`config.mk`:
```
export PLATFORM = sky130hd
export DESIGN_NAME = packet_reorder_buffer_core
export DESIGN_NICKNAME = d
export VERILOG_FILES = /design/src/prb_pkg.sv /design/src/packet_reorder_buffer_core.sv /design/src/prb_front.sv /design/src/prb_back.sv
export SDC_FILE = /design/constraint.sdc
export NUM_CORES = 2
export LEC_CHECK = 0
export BUFFER_PORTS_ARGS = -buffer_cell sky130_fd_sc_hd__buf_2
export CORE_MARGIN = 3
export CORE_UTILIZATION = 50
export DETAILED_ROUTE_END_ITERATION = 10
export PLACE_DENSITY = 0.73
export SYNTH_ARGS = -nofsm -noshare
export SYNTH_HDL_FRONTEND = slang
export SYNTH_SLANG_ARGS = --single-unit
```
`constraint.sdc`:
```
create_clock -name clk -period 18.65 [get_ports clk]
set_input_delay 3.73 -clock clk [delete_from_list [all_inputs] [get_ports clk]]
set_output_delay 3.73 -clock clk [all_outputs]
set_load 0.03 [all_outputs]
```
`src/prb_pkg.sv`:
```
`default_nettype none
package prb_pkg;

  localparam int DEPTH_DEF         = 32;
  localparam int PAYLOAD_WIDTH_DEF = 64;

  // Operation codes on the op field.
  localparam logic [2:0] OP_ADD        = 3'd0;
  localparam logic [2:0] OP_FLUSH      = 3'd1;
  localparam logic [2:0] OP_COUNT      = 3'd2;
  localparam logic [2:0] OP_FIRST_LOST = 3'd3;
  localparam logic [2:0] OP_NEXT_LOST  = 3'd4;

  // Status codes on the status field.
  localparam logic [2:0] STAT_OK        = 3'd0;
  localparam logic [2:0] STAT_FLUSHED   = 3'd1;
  localparam logic [2:0] STAT_DUPLICATE = 3'd2;
  localparam logic [2:0] STAT_BEYOND    = 3'd3;
  localparam logic [2:0] STAT_ZERO_SEQ  = 3'd4;

  localparam logic [5:0] THRESHOLD_RESET = 6'd2;

  typedef enum logic [2:0] {
    KIND_ADD,
    KIND_FLUSH,
    KIND_COUNT,
    KIND_FIRST_LOST,
    KIND_NEXT_LOST,
    KIND_NONE
  } kind_t;

  typedef struct packed {
    kind_t       kind;
    logic [31:0] seq;
    logic [63:0] payload;
  } item_t;

  typedef enum logic [1:0] {
    BK_IDLE,
    BK_FLUSH_READ,
    BK_FLUSH_EMIT
  } back_state_t;

endpackage
`default_nettype wire

```
`src/packet_reorder_buffer_core.sv`:
```
`default_nettype none
// Channel   Handshake            Payload
// in        in_valid/in_ready    op, seq, payload
// out       out_valid/out_ready  status, packet_valid, out_seq, out_payload,
//                                contiguous_count, span_count, last
// config    APB write/read       lost_threshold at byte address 0
//
// Add, count, lost queries and unknown ops each give one beat from the back end.
// A flush gives one beat per released packet, or a single empty beat when the
// head slot is empty. Once the flush is taken from the queue, each packet beat
// passes a read state, for the registered read of the payload memory at the head slot, then an emit state.
// Reset is synchronous and empties the buffer at once; no clearing pass runs.
// A two-entry queue keeps taking beats while the output register is stalled, until it is full.
module packet_reorder_buffer_core import prb_pkg::*; #(
  parameter int DEPTH         = DEPTH_DEF,
  parameter int PAYLOAD_WIDTH = PAYLOAD_WIDTH_DEF
) (
  input  wire logic        clk,
  input  wire logic        rst,
  input  wire logic        in_valid,
  output logic             in_ready,
  input  wire logic [2:0]  op,
  input  wire logic [31:0] seq,
  input  wire logic [63:0] payload,
  output logic             out_valid,
  input  wire logic        out_ready,
  output logic [2:0]       status,
  output logic             packet_valid,
  output logic [31:0]      out_seq,
  output logic [63:0]      out_payload,
  output logic [5:0]       contiguous_count,
  output logic [5:0]       span_count,
  output logic             last,
  input  wire logic        psel,
  input  wire logic        penable,
  input  wire logic        pwrite,
  input  wire logic [2:0]  paddr,
  input  wire logic [31:0] pwdata,
  output logic [31:0]      prdata,
  output logic             pready
);

  // The loss threshold is the only register; it sits at byte address zero.
  logic [5:0] lost_threshold;
  logic       q_valid;
  item_t      q_item;
  logic       q_pop;

  assign pready = 1'b1;
  assign prdata = (paddr == 3'd0) ? {26'd0, lost_threshold} : 32'd0;

  always_ff @(posedge clk) begin
    if (rst) begin
      lost_threshold <= THRESHOLD_RESET;
    end else if (psel && penable && pwrite && pready && paddr == 3'd0) begin
      lost_threshold <= pwdata[5:0];
    end
  end

  // The front end takes beats, decodes their operation and queues them in order.
  prb_front u_front (
    .clk      (clk),
    .rst      (rst),
    .in_valid (in_valid),
    .in_ready (in_ready),
    .op       (op),
    .seq      (seq),
    .payload  (payload),
    .q_valid  (q_valid),
    .q_item   (q_item),
    .q_pop    (q_pop)
  );

  // The back end owns the ring, the head pointers and the output register.
  prb_back #(
    .DEPTH         (DEPTH),
    .PAYLOAD_WIDTH (PAYLOAD_WIDTH)
  ) u_back (
    .clk              (clk),
    .rst              (rst),
    .threshold        (lost_threshold),
    .q_valid          (q_valid),
    .q_item           (q_item),
    .q_pop            (q_pop),
    .out_valid        (out_valid),
    .out_ready        (out_ready),
    .status           (status),
    .packet_valid     (packet_valid),
    .out_seq          (out_seq),
    .out_payload      (out_payload),
    .contiguous_count (contiguous_count),
    .span_count       (span_count),
    .last             (last)
  );

endmodule
`default_nettype wire

```
`src/prb_front.sv`:
```
`default_nettype none
module prb_front import prb_pkg::*; (
  input  wire logic        clk,
  input  wire logic        rst,
  input  wire logic        in_valid,
  output logic             in_ready,
  input  wire logic [2:0]  op,
  input  wire logic [31:0] seq,
  input  wire logic [63:0] payload,
  output logic             q_valid,
  output item_t            q_item,
  input  wire logic        q_pop
);

  item_t      entry [2];
  logic       wr_ptr;
  logic       rd_ptr;
  logic [1:0] fill;
  logic       push;
  kind_t      kind;

  always_comb begin
    case (op)
      OP_ADD:        kind = KIND_ADD;
      OP_FLUSH:      kind = KIND_FLUSH;
      OP_COUNT:      kind = KIND_COUNT;
      OP_FIRST_LOST: kind = KIND_FIRST_LOST;
      OP_NEXT_LOST:  kind = KIND_NEXT_LOST;
      default:       kind = KIND_NONE;
    endcase
  end

  assign in_ready = (fill != 2'd2);
  assign push     = in_valid && in_ready;
  assign q_valid  = (fill != 2'd0);
  assign q_item   = entry[rd_ptr];

  always_ff @(posedge clk) begin
    if (push) begin
      entry[wr_ptr] <= '{kind: kind, seq: seq, payload: payload};
    end
  end

  always_ff @(posedge clk) begin
    if (rst) begin
      wr_ptr <= 1'b0;
      rd_ptr <= 1'b0;
      fill   <= 2'd0;
    end else begin
      if (push) wr_ptr <= ~wr_ptr;
      if (q_pop) rd_ptr <= ~rd_ptr;
      fill <= fill + 2'(push) - 2'(q_pop);
    end
  end

endmodule
`default_nettype wire

```
`src/prb_back.sv`:
```
`default_nettype none
module prb_back import prb_pkg::*; #(
  parameter int DEPTH         = DEPTH_DEF,
  parameter int PAYLOAD_WIDTH = PAYLOAD_WIDTH_DEF
) (
  input  wire logic        clk,
  input  wire logic        rst,
  input  wire logic [5:0]  threshold,
  input  wire logic        q_valid,
  input  wire item_t       q_item,
  output logic             q_pop,
  output logic             out_valid,
  input  wire logic        out_ready,
  output logic [2:0]       status,
  output logic             packet_valid,
  output logic [31:0]      out_seq,
  output logic [63:0]      out_payload,
  output logic [5:0]       contiguous_count,
  output logic [5:0]       span_count,
  output logic             last
);

  localparam int SW  = $clog2(DEPTH);
  localparam int SW1 = SW + 1;
  localparam int CW  = $clog2(DEPTH + 1);

  back_state_t state, state_next;

  logic [DEPTH-1:0]         slot_full, slot_full_next;
  logic [SW-1:0]            head_slot, head_slot_next;
  logic [31:0]              head_seq, head_seq_next;
  logic [31:0]              newest, newest_next;
  logic [31:0]              last_req, last_req_next;
  logic [CW-1:0]            flush_n, flush_n_next;

  logic [PAYLOAD_WIDTH-1:0] slot_mem [DEPTH];
  logic [PAYLOAD_WIDTH-1:0] rd_data;
  logic                     mem_we;
  logic [SW-1:0]            mem_waddr;

  logic        out_free;
  logic        load;
  logic [2:0]  b_status;
  logic        b_pvalid;
  logic [31:0] b_seq;
  logic [63:0] b_payload;
  logic [5:0]  b_cc;
  logic [5:0]  b_sc;
  logic        b_last;

  logic [DEPTH-1:0] rot;
  logic [SW1-1:0]   idx_sum;
  logic [CW-1:0]    contig;
  logic [31:0]      span;
  logic [SW-1:0]    next_slot;
  logic             flush_last;

  // Add decode.
  logic [31:0]   add_off;
  logic          add_beyond;
  logic [SW1-1:0] add_sum;
  logic [SW-1:0] add_idx;

  // Lost scan.
  logic [31:0]   lr_eff;
  logic [31:0]   lr_base;
  logic [31:0]   scan_off;
  logic [31:0]   scan_lim;
  logic          scan_pass;
  logic          scan_hit;
  logic [SW-1:0] scan_k;

  assign out_free = !out_valid || out_ready;

  // Occupancy bits rotated so that bit k is the slot k places after the head.
  always_comb begin
    for (int k = 0; k < DEPTH; k++) begin
      idx_sum = {1'b0, head_slot} + SW1'(k);
      if (idx_sum >= SW1'(DEPTH)) idx_sum = idx_sum - SW1'(DEPTH);
      rot[k] = slot_full[idx_sum[SW-1:0]];
    end
  end

  always_comb begin
    contig = CW'(DEPTH);
    for (int k = DEPTH - 1; k >= 0; k--) begin
      if (!rot[k]) contig = CW'(k);
    end
  end

  assign span = (newest == 32'd0) ? 32'd0 : (newest - head_seq + 32'd1);

  always_comb begin
    if (head_slot == SW'(DEPTH - 1)) next_slot = '0;
    else next_slot = head_slot + SW'(1);
  end

  assign flush_last = (flush_n == CW'(DEPTH - 1)) || !slot_full[next_slot];

  always_comb begin
    add_off    = q_item.seq - head_seq;
    add_beyond = ({1'b0, q_item.seq} >= ({1'b0, head_seq} + 33'(DEPTH)));
    add_sum    = {1'b0, head_slot} + {1'b0, add_off[SW-1:0]};
    if (add_sum >= SW1'(DEPTH)) add_sum = add_sum - SW1'(DEPTH);
    add_idx    = add_sum[SW-1:0];
  end

  always_comb begin
    lr_eff    = (q_item.kind == KIND_FIRST_LOST) ? 32'd0 : last_req;
    scan_pass = (span > 32'(threshold)) && (lr_eff < (newest - 32'(threshold)));
    lr_base   = (lr_eff < head_seq) ? 32'd0 : lr_eff;
    scan_off  = (lr_base == 32'd0) ? 32'd0 : (lr_base - head_seq + 32'd1);
    scan_lim  = span - 32'(threshold);
    scan_hit  = 1'b0;
    scan_k    = '0;
    for (int k = DEPTH - 1; k >= 0; k--) begin
      if (!rot[k] && (32'(k) >= scan_off) && (32'(k) < scan_lim)) begin
        scan_hit = 1'b1;
        scan_k   = SW'(k);
      end
    end
  end

  // Next state.
  always_comb begin
    state_next = state;
    case (state)
      BK_IDLE: begin
        if (q_valid && out_free && q_item.kind == KIND_FLUSH && rot[0]) begin
          state_next = BK_FLUSH_READ;
        end
      end
      BK_FLUSH_READ: state_next = BK_FLUSH_EMIT;
      BK_FLUSH_EMIT: begin
        if (out_free) state_next = flush_last ? BK_IDLE : BK_FLUSH_READ;
      end
      default: state_next = BK_IDLE;
    endcase
  end

  // Outputs and buffer state updates.
  always_comb begin
    q_pop          = 1'b0;
    load           = 1'b0;
    b_status       = STAT_OK;
    b_pvalid       = 1'b0;
    b_seq          = '0;
    b_payload      = '0;
    b_cc           = '0;
    b_sc           = '0;
    b_last         = 1'b1;
    slot_full_next = slot_full;
    head_slot_next = head_slot;
    head_seq_next  = head_seq;
    newest_next    = newest;
    last_req_next  = last_req;
    flush_n_next   = flush_n;
    mem_we         = 1'b0;
    mem_waddr      = add_idx;
    case (state)
      BK_IDLE: begin
        if (q_valid && out_free) begin
          q_pop = 1'b1;
          case (q_item.kind)
            KIND_ADD: begin
              load = 1'b1;
              if (q_item.seq == 32'd0) begin
                b_status = STAT_ZERO_SEQ;
              end else if (q_item.seq < head_seq) begin
                b_status = STAT_FLUSHED;
              end else if (add_beyond) begin
                b_status = STAT_BEYOND;
              end else if (slot_full[add_idx]) begin
                b_status = STAT_DUPLICATE;
              end else begin
                mem_we                  = 1'b1;
                slot_full_next[add_idx] = 1'b1;
                if (q_item.seq > newest) newest_next = q_item.seq;
              end
            end
            KIND_FLUSH: begin
              flush_n_next = '0;
              load         = !rot[0];
            end
            KIND_COUNT: begin
              load = 1'b1;
              b_cc = 6'(contig);
              b_sc = span[5:0];
            end
            KIND_FIRST_LOST, KIND_NEXT_LOST: begin
              load          = 1'b1;
              last_req_next = lr_eff;
              if (scan_pass) begin
                last_req_next = lr_base;
                if (scan_hit) begin
                  b_seq         = head_seq + 32'(scan_k);
                  last_req_next = b_seq;
                end
              end
            end
            default: load = 1'b1;
          endcase
        end
      end
      BK_FLUSH_EMIT: begin
        if (out_free) begin
          load                      = 1'b1;
          b_pvalid                  = 1'b1;
          b_seq                     = head_seq;
          b_payload                 = 64'(rd_data);
          b_last                    = flush_last;
          slot_full_next[head_slot] = 1'b0;
          head_slot_next            = next_slot;
          head_seq_next             = head_seq + 32'd1;
          if (newest < head_seq_next) newest_next = 32'd0;
          flush_n_next              = flush_n + CW'(1);
        end
      end
      default: ;
    endcase
  end

  always_ff @(posedge clk) begin
    if (mem_we) slot_mem[mem_waddr] <= q_item.payload[PAYLOAD_WIDTH-1:0];
    rd_data <= slot_mem[head_slot];
  end

  always_ff @(posedge clk) begin
    if (load) begin
      status           <= b_status;
      packet_valid     <= b_pvalid;
      out_seq          <= b_seq;
      out_payload      <= b_payload;
      contiguous_count <= b_cc;
      span_count       <= b_sc;
      last             <= b_last;
    end
  end

  always_ff @(posedge clk) begin
    if (rst) begin
      state     <= BK_IDLE;
      out_valid <= 1'b0;
      slot_full <= '0;
      head_slot <= '0;
      head_seq  <= 32'd1;
      newest    <= 32'd0;
      last_req  <= 32'd0;
      flush_n   <= '0;
    end else begin
      state     <= state_next;
      out_valid <= load || (out_valid && !out_ready);
      slot_full <= slot_full_next;
      head_slot <= head_slot_next;
      head_seq  <= head_seq_next;
      newest    <= newest_next;
      last_req  <= last_req_next;
      flush_n   <= flush_n_next;
    end
  end

endmodule
`default_nettype wire
```
; Word-level counts from Yosys, hierarchy flattened
; Memories as Yosys holds them, arrays and structs flattened. A register that Yosys moved wholly into a read port is not among the register bits.
; Cells that the tools add are included.
[totals]
word_cells = 683
mem_count = 2
input_bits = 141
mem_bits_rw = 2246
reg_bits = 265
[classes]
n_eq_ne = 24
mux = 264
reduce_logical = 139
n_addsub = 79
n_bitwise = 8
magnitude_cmp = 141
[mem_list]
columns = memory, words, word_bits, rd, rd_clocked_by_memory_dff, write_ports, line
row1 = u_back.slot_mem, 32, 64, 1, 1, 1, prb_back.sv:36  ; logic [PAYLOAD_WIDTH-1:0] slot_mem [DEPTH];
row2 = u_front.entry, 2, 99, 1, 1, 1, prb_front.sv:15  ; item_t entry [2];
[op_table]
columns = operator, count
row1 = $mux W32, 27
row2 = $ge A5 B32 Y1 const A, 16
row3 = $lt A5 B32 Y1 const A, 16
row4 = $mux W5, 81
row5 = $ge A4 B32 Y1 const A, 8
row6 = $lt A4 B32 Y1 const A, 8
row7 = $lt A5 B6 Y1 const B, 35
row8 = $ge A6 B6 Y1 const B, 32
row9 = $pmux W32 S2, 3
row10 = $bmux W1 S5, 34
row11 = $sub A5 B1 Y5 const B, 33
row12 = $ge A3 B32 Y1 const A, 4
row13 = $lt A3 B32 Y1 const A, 4
row14 = $lt A32 B32 Y1, 4
row15 = $add A32 B1 Y32 const B, 3
row16 = $add A5 B5 Y6 const B, 16
row17 = $logic_not A32 Y1, 3
row18 = $mux W1, 88
row19 = $logic_and A1 B1 Y1, 75
row20 = $ge A1 B32 Y1 const A, 2
row21 = $ge A2 B32 Y1 const A, 2
row22 = $lt A1 B32 Y1 const A, 2
row23 = $lt A2 B32 Y1 const A, 2
row24 = $sub A32 B32 Y32, 2
row25 = other kinds (58), 155

; Logic depth before layout (Yosys ltp)
[logic_depth]
word_depth = 48
depth_mapped = 47

; Cells and area by module
; From an unflattened synthesis, not the netlist that was laid out.
[hier_totals]
hier_cells = 6828
area_unflattened_um2 = 114003.1
[by_module_without_submodules]
columns = mod, seq_area_each_um2, cells_per_inst, area_per_inst_um2, instances
row1 = prb_back, 69016.2, 6426, 106059.2, 1
row2 = prb_front, 6045.8, 339, 7404.6, 1
row3 = packet_reorder_buffer_core, 120.1, 63, 539.3, 1

; Worst setup path before layout
; Ideal clock, no wire load.
[synth_path]
path_kind = flip-flop to flip-flop
from = register (tool-made name)
to = register u_back.last_req[26]
required_ns = 18.559
path_stages_with_launch = 47
t_arrival_ns = 9.344
synth_period_minus_slack_ns = 9.435
setup_slack_ns = 9.215
path_buffers = 5
cell_sequence = dfxtp_1 > clkbuf_1 > nand4bb_1 > clkbuf_1 > clkbuf_1 > and3_1 > ha_1 > a21o_1 > a21o_1 > a21o_1 > o2bb2ai_1 > a2111oi_0 > a21boi_0 > clkbuf_1 > clkbuf_1 > nand2_1 > ha_1 > inv_1 > [11 not listed] > and4_1 > nor2_1 > nor4b_1 > or2_2 > o311ai_0 > a32oi_1 > ha_1 > fa_1 > a21oi_1 > nor2_1 > nor2_1 > nor2b_1 > or2_2 > nand2_1 > nor4b_1 > xnor2_1 > or3_1 > a311oi_1
[synth_rtl]
columns = element, line
row1 = "end signal, assigned", prb_back.sv:257  ; last_req <= last_req_next;
row2 = "end, declared", prb_back.sv:33  ; logic [31:0] last_req, last_req_next;

==> flow_metrics.py <==
metrics = {
    "clock_tree": {
        "clock_sink_count": 2576,
        "cts_tree": "done",
        "post_cts_resize_count": 0,
        "worst_setup_hold_path_clk_slew_ps": 50,
        "cts.htree.levels": 5,
        "cts.path.max_buffers": 4,
        "clkLatencyLatePin_ps": 950,
        "hold_buffers_post_cts": 0,
        "postCtsSetupBuffers": 0,
        "cts.root.buffer_cell": "sky130_fd_sc_hd__clkbuf_16",
        "cts_buffers": 281,
    },
    "sta": {
        "post_route_minimum_period_ps": 12720,
        "timing.fmax_mhz": 78.6,
        "layout_worst_path_cycle_share": 0.682,
        "timing.clock.skew_ps": 68.8,
        "worst_slew_margin_rel": 0.162,
        "setup_viol": 0,
        "grt_setup_unrepaired": "false",
        "worst_margin_slew_ps": 1250,
        "final-max-slew-violation-count": 0,
        "timing.setup.tns_ps": 0,
        "timing.final.hold_violations": 0,
    },
    "layout": {
        "finalNetCount": 7757,
        "syn_to_final_growth_pct": 11.9,
        "fillerInstances": 17000,
        "post_route_cells_drive_above_1_share": 0.222,
    },
    "drt": {
        "route.detailed.drc": 0,
        "vias_per_cell": 6.41,
        "firstDrtPassIters": 5,
        "via_count": 67100,
        "postRouteAntennaNets": 0,
        "drt-total-wl_um": 317000,
        "post_drt_wl_per_cell_um": 30.3,
        "drt_first_iter_violations": 8211,
    },
    "setup_path": {
        "critical-path-slowest-cell": "sky130_fd_sc_hd__nand4bb_2",
        "crit_type": "reg2reg",
        "cp.required_ps": 19470,
        "timing.critical_path.slowest_cell_delay_ps": 1020,
        "timing.critical_path.fanout_max": 43,
        "critical_path_arrival_ps": 13540,
        "critPathCaptureType": "flip-flop",
        "critical_path.startpoint_type": "flip-flop",
        "crit_top_cell": "sky130_fd_sc_hd__nor2_1",
    },
    "floorplan": {
        "design.die.area_sq_mm": 0.235,
        "num_io_pins": 289,
        "die-width_um": 485,
        "start_util": 0.503,
        "core_area_sq_mm": 0.228,
        "die_height_um": 485,
        "std_cell_rows": 175,
    },
    "grt": {
        "grt_first_pass_wirelength_um": 461000,
        "grt_start_max_net_pins": 157,
        "antenna_found_initial": 17,
        "first_global_vias": 67200,
        "globalRoute.totalOverflow": 0,
        "grt.total_usage": 0.267,
    },
    "run_status": {
        "outcome": "finished clean",
    },
    "yosys": {
        "synth_top_flop_cell": "sky130_fd_sc_hd__edfxtp_1",
        "synthesized_cell_area_sq_mm": 0.115,
        "yosysTopAreaCellShare": 0.618,
        "ys_ff_latch": 2576,
        "synth-edff-count": 2359,
        "seq_area_frac_synth": 0.656,
        "cell_count_after_synthesis": 6937,
        "asr_flop_ratio_synth": 0,
        "netlist-cell-type-count": 102,
        "synth.yosys.warnings": 0,
        "post-synth-top-count-cell": "sky130_fd_sc_hd__edfxtp_1",
        "synthesized_area_per_cell_sq_um": 16.5,
        "synth.cells.most_frequent": "2359 x sky130_fd_sc_hd__edfxtp_1, 692 x sky130_fd_sc_hd__mux4_2, 471 x sky130_fd_sc_hd__nand2_1",
        "yosys.area.top_type": "sky130_fd_sc_hd__edfxtp_1",
        "synth_area_leaders": "sky130_fd_sc_hd__edfxtp_1 62%, sky130_fd_sc_hd__mux4_2 14%, sky130_fd_sc_hd__ha_1 3.8%",
    },
    "placed_design": {
        "port_buffers": 235,
        "gp_congestion": 0.944,
        "dp_hpwl_um": 181000,
    },
    "hold_path": {
        "holdCritPathClass": "reg2reg",
        "hp-start": "u_back.flush_n[5]$_SDFFE_PP0P_",
    },
    "flow_run": {
        "drv_cap": 0,
    },
    "power": {
        "vdd.ir_drop.worst_mv": 0.103,
        "overall_power_uw": 15100,
        "power.leakage_uw": 0.0429,
        "power_density_mw_per_mm2": 118,
    },
}
power breakdown:
group | switching [uW] | internal, uW
sequential | 82.9 | 7000
combinational | 1920 | 704
clock | 2190 | 3190
total | 4190 | 10900
path summary, 6_finish.rpt:
check / to / slack (ps) / cells past startpoint
min reg2reg: u_back.flush_n[5]$_SDFFE_PP0P_ / 490 / 2
max: u_back.last_req[28]$_SDFFE_PP0P_ / 5930 / 43
min: u_back.flush_n[5]$_SDFFE_PP0P_ / 490 / 2
max reg2reg: u_back.last_req[28]$_SDFFE_PP0P_ / 5930 / 43
per-stage QoR:
stage / std cells / setup slack (ps) / hold WS [ps] / util / instance area (sq um)
6_report: 10500 / 5930 / 489 / 0.563 / 128000
5_1_grt: 10500 / 5370 / 522 / 0.563 / 128000
4_1_cts: 10500 / 6010 / 490 / 0.563 / 128000
3_5_place_dp: 9984 / 6030 / 483 / 0.524 / 119000
3_3_place_gp: 9984 / 6030 / 466 / 0.524 / 119000
2_1_floorplan: 6962 / 9210 / 458 / - / 115000
area by class of cell:
| class | instances | area, sq um | share of cell area |
|---|---|---|---|
| Sequential cell | 2576 | 75200 | 0.587 |
| Multi-Input combinational cell | 3851 | 37500 | 0.293 |
| Clock buffer | 374 | 7770 | 0.0606 |
| Tap cell | 3009 | 3760 | 0.0294 |
| Timing Repair Buffer | 356 | 2100 | 0.0164 |
| Clock inverter | 104 | 1040 | 0.00811 |
| Inverter | 192 | 766 | 0.00597 |
| Antenna cell | 6 | 15.0 | 0.000117 |
cells by family (layout without fill, tap and decap cells):
family                     Yosys count  after routing  share of synthesized area
DFF                               2576           2576                      0.656
and+or+nand+nor                   1420           1420                     0.0603
AOI/OAI and AO/OA                  932            932                     0.0533
muxes                              899            899                      0.155
buffers and inverters              535           1026                     0.0189
adders and majority gates          358            358                     0.0395
xor gates and xnor gates           215            215                     0.0164
other                                2             33                  0.0000655
placed cells by master (no fill, tap or decap), types with 24 or more instances in the layout:
master	n
sky130_fd_sc_hd__a21oi_1	229
sky130_fd_sc_hd__nand4_1	79
sky130_fd_sc_hd__dfxtp_1	212
sky130_fd_sc_hd__inv_1	165
sky130_fd_sc_hd__mux4_2	692
sky130_fd_sc_hd__clkbuf_8	24
sky130_fd_sc_hd__nor2b_1	54
sky130_fd_sc_hd__o21a_1	43
sky130_fd_sc_hd__ha_1	351
sky130_fd_sc_hd__clkinv_1	47
sky130_fd_sc_hd__nand2_1	469
sky130_fd_sc_hd__nand2b_1	49
sky130_fd_sc_hd__xnor2_1	184
sky130_fd_sc_hd__nor2_1	296
sky130_fd_sc_hd__clkinv_2	31
sky130_fd_sc_hd__buf_2	234
sky130_fd_sc_hd__mux2i_1	88
sky130_fd_sc_hd__edfxtp_1	2359
sky130_fd_sc_hd__xor2_1	31
sky130_fd_sc_hd__a21o_1	73
sky130_fd_sc_hd__mux2_2	119
sky130_fd_sc_hd__o21ai_0	226
sky130_fd_sc_hd__a22o_1	32
sky130_fd_sc_hd__clkbuf_1	62
sky130_fd_sc_hd__conb_1	27
sky130_fd_sc_hd__clkbuf_16	288
sky130_fd_sc_hd__nor4_1	33
sky130_fd_sc_hd__or3_1	29
sky130_fd_sc_hd__and3_1	53
sky130_fd_sc_hd__nand3_1	55
sky130_fd_sc_hd__and2_1	128
sky130_fd_sc_hd__nor3_1	70
sky130_fd_sc_hd__a211oi_1	24
sky130_fd_sc_hd__a31oi_1	45
sky130_fd_sc_hd__buf_4	121
sequential cells by signal, indices dropped and copies added, names as in the netlist, 64 cells and up, named ones only:
register / flops
u_back.out_payload: 64
u_back.slot_mem: 2048
u_back.rd_data: 64
u_front.entry: 198
worst max-delay path, delay by kind of cell (launching register included):
family	cells	cell delay, ps
buffers and inverters	4	600
adders and majority gates	6	1870
DFF	1	560
xor gates and xnor gates	2	380
AOI/OAI and AO/OA	16	3710
and+or+nand+nor	15	5440
routing by layer:
layer | routed length [um] | track usage | up-vias
met5 | 34 | 0 | -
met3 | 28600 | 0.0532 | 711
met4 | 13400 | 0.107 | 4
met2 | 152000 | 0.430 | 3770
li1 | - | - | 28200
met1 | 122000 | 0.360 | 34400
No activity file was read; power rests on OpenSTA's default activity.
